<file path="src/hdl/ejd_pkg.sv">
// ----------------------------------------------------------------------------
// ejd_pkg
// Shared types, constants and fixed tables of the encoder unwrap and joint
// decoupler: command codes between controller and datapath, slot ordering.
// ----------------------------------------------------------------------------
package ejd_pkg;

    localparam int JOINTS_N   = 9;
    localparam int RAW_W      = 12;
    localparam int TURN_W     = 16;
    localparam int ANG_W      = 32;
    localparam int RATIO_W    = 16;
    localparam int VAL_W      = 48;
    localparam int ACC_W      = 64;
    localparam int Z_W        = 30;
    localparam int P_W        = 62;
    localparam int IDX_W      = 4;
    localparam int CFG_IDX_W  = 3;
    localparam int CFG_DATA_W = 64;
    localparam int IN_DATA_W  = 112;
    localparam int OUT_DATA_W = 64;

    // half a turn of the 4096-count encoder
    localparam logic signed [RAW_W:0] HALF_TURN = 13'sd2048;
    // pi scaled by 2^29
    localparam logic signed [31:0] PI_Q29 = 32'sd1686629713;

    // configuration register indices
    typedef enum logic [CFG_IDX_W-1:0] {
        REG_PULLEY_MAIN = 3'd0,
        REG_PULLEY_AUX  = 3'd1,
        REG_COUPLE_MAIN = 3'd2,
        REG_COUPLE_AUX  = 3'd3,
        REG_OFFS_LOW    = 3'd4,
        REG_OFFS_HIGH   = 3'd5,
        REG_HAND_TYPE   = 3'd6,
        REG_UNUSED      = 3'd7
    } reg_idx_t;

    // datapath operations
    typedef enum logic [2:0] {
        OP_NONE,
        OP_LOAD,
        OP_ZPOS,
        OP_PROD,
        OP_MOTOR,
        OP_MAC,
        OP_ROUND,
        OP_EMIT
    } op_t;

    // ratio selection for the coupling multiply
    typedef enum logic [1:0] {
        RS_PULLEY_MAIN,
        RS_PULLEY_AUX,
        RS_COUPLE_MAIN,
        RS_COUPLE_AUX
    } rsel_t;

    typedef struct packed {
        op_t              op;
        logic [IDX_W-1:0] idx;    // joint or output slot
        logic [IDX_W-1:0] opnd;   // operand entry for multiply-accumulate
        rsel_t            rsel;
        logic             first;  // first term of a sum
    } cmd_t;

    typedef struct packed {
        logic out_hold;           // result register full and not taken
    } stat_t;

    // joint shown in output slot k
    function automatic logic [IDX_W-1:0] slot_joint(input logic hand,
                                                    input logic [IDX_W-1:0] k);
        logic [IDX_W-1:0] r;
        begin
            r = '0;
            unique case (k)
                4'd0: r = 4'd6;
                4'd1: r = 4'd7;
                4'd2: r = 4'd8;
                4'd3: r = hand ? 4'd4 : 4'd0;
                4'd4: r = hand ? 4'd5 : 4'd1;
                4'd5: r = 4'd2;
                4'd6: r = 4'd3;
                4'd7: r = hand ? 4'd0 : 4'd4;
                4'd8: r = hand ? 4'd1 : 4'd5;
                default: r = '0;
            endcase
            return r;
        end
    endfunction

    // output slot that carries joint j (selects its offset)
    function automatic logic [IDX_W-1:0] joint_slot(input logic hand,
                                                    input logic [IDX_W-1:0] j);
        logic [IDX_W-1:0] r;
        begin
            r = '0;
            unique case (j)
                4'd0: r = hand ? 4'd7 : 4'd3;
                4'd1: r = hand ? 4'd8 : 4'd4;
                4'd2: r = 4'd5;
                4'd3: r = 4'd6;
                4'd4: r = hand ? 4'd3 : 4'd7;
                4'd5: r = hand ? 4'd4 : 4'd8;
                4'd6: r = 4'd0;
                4'd7: r = 4'd1;
                4'd8: r = 4'd2;
                default: r = '0;
            endcase
            return r;
        end
    endfunction

    // joint whose motor sense is reversed
    function automatic logic joint_neg(input logic hand, input logic [IDX_W-1:0] j);
        logic r;
        begin
            r = 1'b0;
            unique case (j)
                4'd1, 4'd3, 4'd5: r = 1'b1;
                4'd6, 4'd7, 4'd8: r = !hand;
                default: r = 1'b0;
            endcase
            return r;
        end
    endfunction

    // saturate to 32 bits signed
    function automatic logic signed [ANG_W-1:0] sat32(input logic signed [ACC_W-1:0] v);
        logic signed [ANG_W-1:0] r;
        begin
            if (v > 64'sd2147483647)
                r = 32'sh7FFFFFFF;
            else if (v < -64'sd2147483648)
                r = 32'sh80000000;
            else
                r = v[ANG_W-1:0];
            return r;
        end
    endfunction

endpackage

</file>
<file path="src/hdl/ejd_ctrl.sv">
// ----------------------------------------------------------------------------
// ejd_ctrl
// Sequencer: unwrap of each motor in three steps, the coupling chain as
// multiply-accumulate terms, then the nine results one per cycle unless held.
// ----------------------------------------------------------------------------
module ejd_ctrl
    import ejd_pkg::*;
(
    input  logic  clk,
    input  logic  rst_n,
    input  logic  in_valid,
    output logic  in_ready,
    input  stat_t stat,
    output cmd_t  cmd
);

    typedef enum logic [2:0] {
        ST_IDLE,
        ST_UNWRAP,
        ST_MAC,
        ST_ROUND,
        ST_EMIT
    } state_t;

    state_t           state_reg, state_next;
    logic [IDX_W-1:0] j_reg, j_next;
    logic [1:0]       ph_reg, ph_next;
    logic [1:0]       t_reg, t_next;
    logic [1:0]       nterm;

    localparam logic [IDX_W-1:0] LAST_IDX = IDX_W'(JOINTS_N - 1);

    assign in_ready = (state_reg == ST_IDLE);

    // index of the last product term of each joint in the chain
    always_comb
    begin
        unique case (j_reg)
            4'd1, 4'd3, 4'd5, 4'd7: nterm = 2'd1;
            4'd8:                   nterm = 2'd2;
            default:                nterm = 2'd0;
        endcase
    end

    // next state and command
    always_comb
    begin
        state_next = state_reg;
        j_next     = j_reg;
        ph_next    = ph_reg;
        t_next     = t_reg;
        cmd        = '{op: OP_NONE, idx: j_reg, opnd: j_reg,
                       rsel: RS_PULLEY_MAIN, first: 1'b0};
        unique case (state_reg)
            ST_IDLE:
            begin
                if (in_valid)
                begin
                    cmd.op     = OP_LOAD;
                    state_next = ST_UNWRAP;
                    j_next     = '0;
                    ph_next    = '0;
                end
            end
            ST_UNWRAP:
            begin
                unique case (ph_reg)
                    2'd0:    cmd.op = OP_ZPOS;
                    2'd1:    cmd.op = OP_PROD;
                    default: cmd.op = OP_MOTOR;
                endcase
                if (ph_reg == 2'd2)
                begin
                    ph_next = '0;
                    if (j_reg == LAST_IDX)
                    begin
                        state_next = ST_MAC;
                        j_next     = '0;
                        t_next     = '0;
                    end
                    else
                        j_next = j_reg + 1'b1;
                end
                else
                    ph_next = ph_reg + 1'b1;
            end
            ST_MAC:
            begin
                cmd.op    = OP_MAC;
                cmd.first = (t_reg == 2'd0);
                unique case (t_reg)
                    2'd0:
                    begin
                        cmd.opnd = j_reg;
                        cmd.rsel = (j_reg == 4'd6) ? RS_PULLEY_AUX : RS_PULLEY_MAIN;
                    end
                    2'd1:
                    begin
                        cmd.opnd = (j_reg >= 4'd7) ? 4'd6 : j_reg - 1'b1;
                        cmd.rsel = (j_reg >= 4'd7) ? RS_COUPLE_AUX : RS_COUPLE_MAIN;
                    end
                    default:
                    begin
                        cmd.opnd = 4'd7;
                        cmd.rsel = RS_COUPLE_MAIN;
                    end
                endcase
                if (t_reg == nterm)
                    state_next = ST_ROUND;
                else
                    t_next = t_reg + 1'b1;
            end
            ST_ROUND:
            begin
                cmd.op = OP_ROUND;
                t_next = '0;
                if (j_reg == LAST_IDX)
                begin
                    state_next = ST_EMIT;
                    j_next     = '0;
                end
                else
                begin
                    state_next = ST_MAC;
                    j_next     = j_reg + 1'b1;
                end
            end
            ST_EMIT:
            begin
                if (!stat.out_hold)
                begin
                    cmd.op = OP_EMIT;
                    if (j_reg == LAST_IDX)
                        state_next = ST_IDLE;
                    else
                        j_next = j_reg + 1'b1;
                end
            end
            default: state_next = ST_IDLE;
        endcase
    end

    // state register
    always_ff @(posedge clk or negedge rst_n)
    begin
        if (!rst_n)
        begin
            state_reg <= ST_IDLE;
            j_reg     <= '0;
            ph_reg    <= '0;
            t_reg     <= '0;
        end
        else
        begin
            state_reg <= state_next;
            j_reg     <= j_next;
            ph_reg    <= ph_next;
            t_reg     <= t_next;
        end
    end

    // sequencing checks
    a_term_range: assert property (@(posedge clk) disable iff (!rst_n)
        cmd.op == OP_MAC |-> (t_reg <= nterm))
        else $error("chain term beyond joint's term count");
    a_no_reload: assert property (@(posedge clk) disable iff (!rst_n)
        cmd.op == OP_LOAD |=> !in_ready)
        else $error("input taken again before step completed");
    a_emit_free: assert property (@(posedge clk) disable iff (!rst_n)
        cmd.op == OP_EMIT |-> !stat.out_hold)
        else $error("result overwritten before transfer");

endmodule

</file>
<file path="config.mk">
export PLATFORM = sky130hd
export DESIGN_NAME = ejd_ctrl
export DESIGN_NICKNAME = d
export VERILOG_FILES = /design/src/hdl/ejd_pkg.sv /design/src/hdl/ejd_ctrl.sv
export SDC_FILE = /design/constraint.sdc
export NUM_CORES = 1
export LEC_CHECK = 0
export ABC_AREA = 1
export BUFFER_PORTS_ARGS = -buffer_cell sky130_fd_sc_hd__clkbuf_2
export CAP_MARGIN = 20
export CORE_MARGIN = 3
export CORE_UTILIZATION = 49
export CTS_CLUSTER_SIZE = 40
export DETAILED_ROUTE_END_ITERATION = 6
export PLACE_DENSITY = 0.76
export SYNTH_ARGS = -nofsm -noshare
export SYNTH_HDL_FRONTEND = slang
export SYNTH_SLANG_ARGS = --single-unit
export TNS_END_PERCENT = 50
</file>
<file path="constraint.sdc">
create_clock -name clk -period 1.45 [get_ports clk]
set_clock_uncertainty 0.05 [all_clocks]
set_input_delay 0.145 -clock clk [delete_from_list [all_inputs] [get_ports clk]]
set_output_delay 0.145 -clock clk [all_outputs]
set_load 0.05 [all_outputs]
</file>
==> metrics.yaml, run 1 <==
logic_synthesis:
  ys.warnings.count: 0
  synth_commonest_cells: "nand2_1, inv_1, nor2_1, o21ai_0, dfrtp_1"
  synth_top_area_cell: "dfrtp_1"
  synth.cell_area_sq_um: 1010
  synth_top_area_share_pct: 27.3
  syn-instance-count: 150
  ys_types: 22
  synth_edf_count: 0
  syn-mean-instance-area_sq_um: 6.73
  ys_top_cells_by_area: "dfrtp_1, nand2_1, ha_1"
  synth_most_common_cell: "nand2_1"
  ys_seq_elements: 11
  yosysSeqAreaShare_pct: 27.3
  syn-num-nets: 160
  synth-main-ff-cell: "dfrtp_1"
  async_flop_share_pct: 100
outcome:
  status: "did not finish"
  failing_step: "clock tree synthesis (4_1_cts)"
  firstError: "[ERROR DPL-0033] detailed placement checks failed during check placement."
floorplan:
  die_y_um: 51.4
  row_count: 15
  die-width_um: 51.4
  initial_core_util_pct: 54.9
  pin_count: 19
clock_network:
  post_cts_buffers: 6
  clock_path_buffers: 2
  htree_num_levels: 1
  clock-sinks: 11
  cts_made_buffers: 3
  cts-resized-gates: 47
  clockRootBuffer: "clkbuf_4"
  hold_buffers: 1
placement:
  post-place-ws_ps: -309
  port-buffer-count: 18
  dp_hpwl_um: 2430
  gp_congestion: 0.847
per-stage QoR:
step / std cells / instance area [sq um] / TNS (ps) / util, % / hold WS (ps)
floorplan: 150 / 1120 / -2620 / - / -201
global placement: 230 / 1560 / -2480 / 85.0 / -19.2
detailed placement: 230 / 1560 / -3040 / 85.0 / -11.5
cells by family after synthesis:
| group | after synthesis | share of synthesized area [%] |
|---|---|---|
| AND/OR/NAND/NOR | 82 | 41.4 |
| AO/OA/AOI/OAI | 24 | 13.4 |
| flip-flops | 11 | 27.3 |
| buffers and inverters | 26 | 9.67 |
| adder cells (fa/ha/maj) | 6 | 7.43 |
| XOR/XNOR | 1 | 0.868 |
==> run 2: changes to the inputs <==
--- a/config.mk
+++ b/config.mk
@@ -8,11 +8,10 @@
 export ABC_AREA = 1
 export BUFFER_PORTS_ARGS = -buffer_cell sky130_fd_sc_hd__clkbuf_2
 export CAP_MARGIN = 20
-export CORE_MARGIN = 3
-export CORE_UTILIZATION = 49
-export CTS_CLUSTER_SIZE = 40
+export CORE_AREA = 3 3 64 66
 export DETAILED_ROUTE_END_ITERATION = 6
-export PLACE_DENSITY = 0.76
+export DIE_AREA = 0 0 67 69
+export PLACE_DENSITY_LB_ADDON = 0.15
 export SYNTH_ARGS = -nofsm -noshare
 export SYNTH_HDL_FRONTEND = slang
 export SYNTH_SLANG_ARGS = --single-unit
==> constraint.sdc (replaced) <==
create_clock -name clk -period 1.9 [get_ports clk]
set_clock_uncertainty 0.05 [all_clocks]
set_input_delay 0.19 -clock clk [delete_from_list [all_inputs] [get_ports clk]]
set_output_delay 0.19 -clock clk [all_outputs]
set_load 0.05 [all_outputs]
==> metrics.yaml, run 2 <==
cells_and_area:
  final_common_cell: "nand2_1"
  final_util_pct: 41.9
  largest_reg_flops: 4
  fin_nets: 200
  final_cell_area_sq_um: 1520
  fin_cells: 237
  synthToLayoutAreaGrowth_pct: 50.7
  antenna_cells: 0
  final_cell_mix: "nand2_1, buf_4, inv_1, nor2_1, inv_2"
  drive_gt1_share_pct: 48.1
logic_synthesis:
  synth_adder_area_share_pct: 7.43  # unchanged
  synth-compound-area-share_pct: 13.4  # unchanged
  ys_top_cells_by_area: "dfrtp_1, nand2_1, ha_1"
  yosys.area_share.simple_pct: 41.4  # unchanged
  syn-instance-count: 150  # unchanged
  ys.warnings.count: 0  # unchanged
  synth_top_area_cell: "dfrtp_1"
  async_flop_share_pct: 100  # unchanged
  syn-mean-instance-area_sq_um: 6.73  # unchanged
  ys_seq_elements: 11  # unchanged
  synth_top_area_share_pct: 27.3  # unchanged
  ys_types: 22  # unchanged
  synth_commonest_cells: "nand2_1, inv_1, nor2_1, o21ai_0, dfrtp_1"
  synth.cell_area_sq_um: 1010  # unchanged
  syn-num-nets: 160  # unchanged
  synth_mux_area_share_pct: 0  # unchanged
  yosysSeqAreaShare_pct: 27.3  # unchanged
  synth-xor-area-share_pct: 0.867  # unchanged
  synth_top_family_by_area: "simple AND/OR/NAND/NOR gates"
  synth_most_common_cell: "nand2_1"
  synth-main-ff-cell: "dfrtp_1"
  synth_edf_count: 0  # unchanged
routing:
  detail_route.iter0.violations: 30
  first_pass_iters: 4
  postRouteWirelength_um: 2950
  drt.antenna.violating_nets: 0
  viasPerCell: 4.52
  wl_per_cell_um: 12.4
  route.detailed.drc: 0
  vias: 1071
placement:
  placed_cell_area_sq_um: 1240  # -21%
  post-place-ws_ps: 69.2  # +378 ps
  port-buffer-count: 18  # unchanged
  dp_cells: 222  # -3.5%
  gp_congestion: 0.858  # +1.3%
  dp_hpwl_um: 2150  # -11%
critical_path:
  crit_slowest_cell: "dfrtp_2"
  critPathMaxStageDelay_ps: 430
  crit_chain: "ha_4 > nand2_2 > inv_2 > o21ai_2 > o21ai_2 > o21ai_2 > o21ai_4 > buf_8"
  start_kind: "flip-flop"
  cp.arrival_ps: 1600
  critical_path.most_common_cell: "o21ai_2"
  cp_max_fo: 2
  crit_family: "compound AO/OA/AOI/OAI gates"
  worst_setup_path_end_kind: "output pin"
  cp.buffers_inverters: 2
  worstSetupPathType: "flip-flop to output pin"
  cp.required_ps: 1660
flow_run:
  maxCapViolCount: 0
timing:
  drv_slew: 0
  post-route-period-util_pct: 96.7
  setup_violations: 0
  worst_slew_pin_slew_ps: 353
  rsz0062_at_grt: "true"
  slew_headroom_pct: 76.5
  setup_tns_ps: 0
  hold_violations: 0
  finalCriticalPeriod_ps: 1840
  hold_slack_ps: 252
  fmax_ghz: 0.545
  fin_ws_ps: 63.5
global_route:
  antenna_found_initial: 0
  grt_max_degree: 12
  grt_pass1_vias: 1032
  track_usage_pct: 13.4
  overflow: 0
  grt_pass1_wl_um: 4860
pwr:
  intPower_mw: 1.06
  irDropWorstVdd_mv: 0.973
  p_comb_share_pct: 72.6
  total_power_mw: 2.33
  swShare_pct: 54.2
  seq_power_share_pct: 16.9
  pwr-share-clk_pct: 10.5
  leakagePower_nw: 0.727
  powerDensity_nw_per_um2: 1530
  p_sw_mw: 1.26
outcome:
  status: "completed"
clock_network:
  clk_latency_ps: 240
  clk_pin_slew_ps: 60
  cts_made_buffers: 3  # unchanged
  clock-sinks: 11  # unchanged
  htree_num_levels: 1  # unchanged
  clock_path_buffers: 2  # unchanged
  cts_tree: "built"
  clockRootBuffer: "clkbuf_8"
floorplan:
  die_y_um: 69  # +34%
  coreArea_sq_um: 3630
  row_count: 22  # +7
  die-width_um: 67  # +30%
  dieArea_sq_um: 4620
  pin_count: 19  # unchanged
  initial_core_util_pct: 27.8  # -27 points
min_path:
  min_path_type: "input pin to flip-flop"
## run 2: cell counts after synthesis
No cell type changed its count.
## run 2: area by class of cell
cell class                      instances  area [sq um]
Tap cell                               48          60.1
Fill cell                             405          2110
Sequential cell                        11           283
Clock inverter                          1          5.00
Clock buffer                            3          41.3
Inverter                               26           100
Multi-Input combinational cell        113           753
Timing Repair Buffer                   35           279
## run 2: what timing repair did
| item | 4_1_cts | 5_1_grt |
|---|---|---|
| gates cloned | 0 | 0 |
| endpoints found under the setup margin | 10 | 12 |
| hold buffers | 1 | 0 |
| pin swaps | 2 | 7 |
| gates resized for setup | 22 | 38 |
| endpoints found under the hold margin | 11 | 0 |
| buffers inserted | 4 | 6 |
## run 2: logic make-up (layout without fill, tap and decap cells)
kind of cell / count (synthesis) / in the layout
simple gates: 82 / 82
xor+xnor: 1 / 1
fa+ha+maj: 6 / 6
compound gates: 24 / 24
buf+inv: 26 / 65
flops: 11 / 11
## run 2: final timing paths
| kind | from | end | slack [ps] | depth (start not counted) |
|---|---|---|---|---|
| max | j_reg[1] | cmd[4] | 60 | 8 |
| min | in_valid | ph_reg[0] | 250 | 4 |
| max reg2reg | j_reg[1] | state_reg[2] | 240 | 13 |
| min reg2reg | ph_reg[0] | ph_reg[0] | 450 | 1 |
| max in group asynchronous | rst_n | state_reg[2] | 1210 | 2 |
| min in group asynchronous | rst_n | t_reg[1] | 330 | 2 |
## run 2: layer usage
layer / share of wire, % / vias up / track usage (%)
li1: - / 564 / -
met2: 47 / 17 / 20.5
met3: 2.9 / 2 / 2.44
met1: 49 / 488 / 18.8
met4: 0.81 / 0 / 4.05
met5: 0 / - / 0
## run 2: power groups by stage
stage	sequential (mW)	combinational, mW	clock (mW)
final	0.394	1.69	0.245
after global routing	0.406	1.83	0.274
after CTS	0.375	1.52	0.258
after detailed placement	0.401	1.38	0
after global placement	0.394	1.37	0
after floorplan	0.514	0.927	0
## run 2: worst min-delay path, cell delays in order
cell      delay [ps]
clkbuf_2          90
nand2_1           80
nand2_1           80
a21oi_1           60
Note: power is estimated with default switching activity, not from simulation.
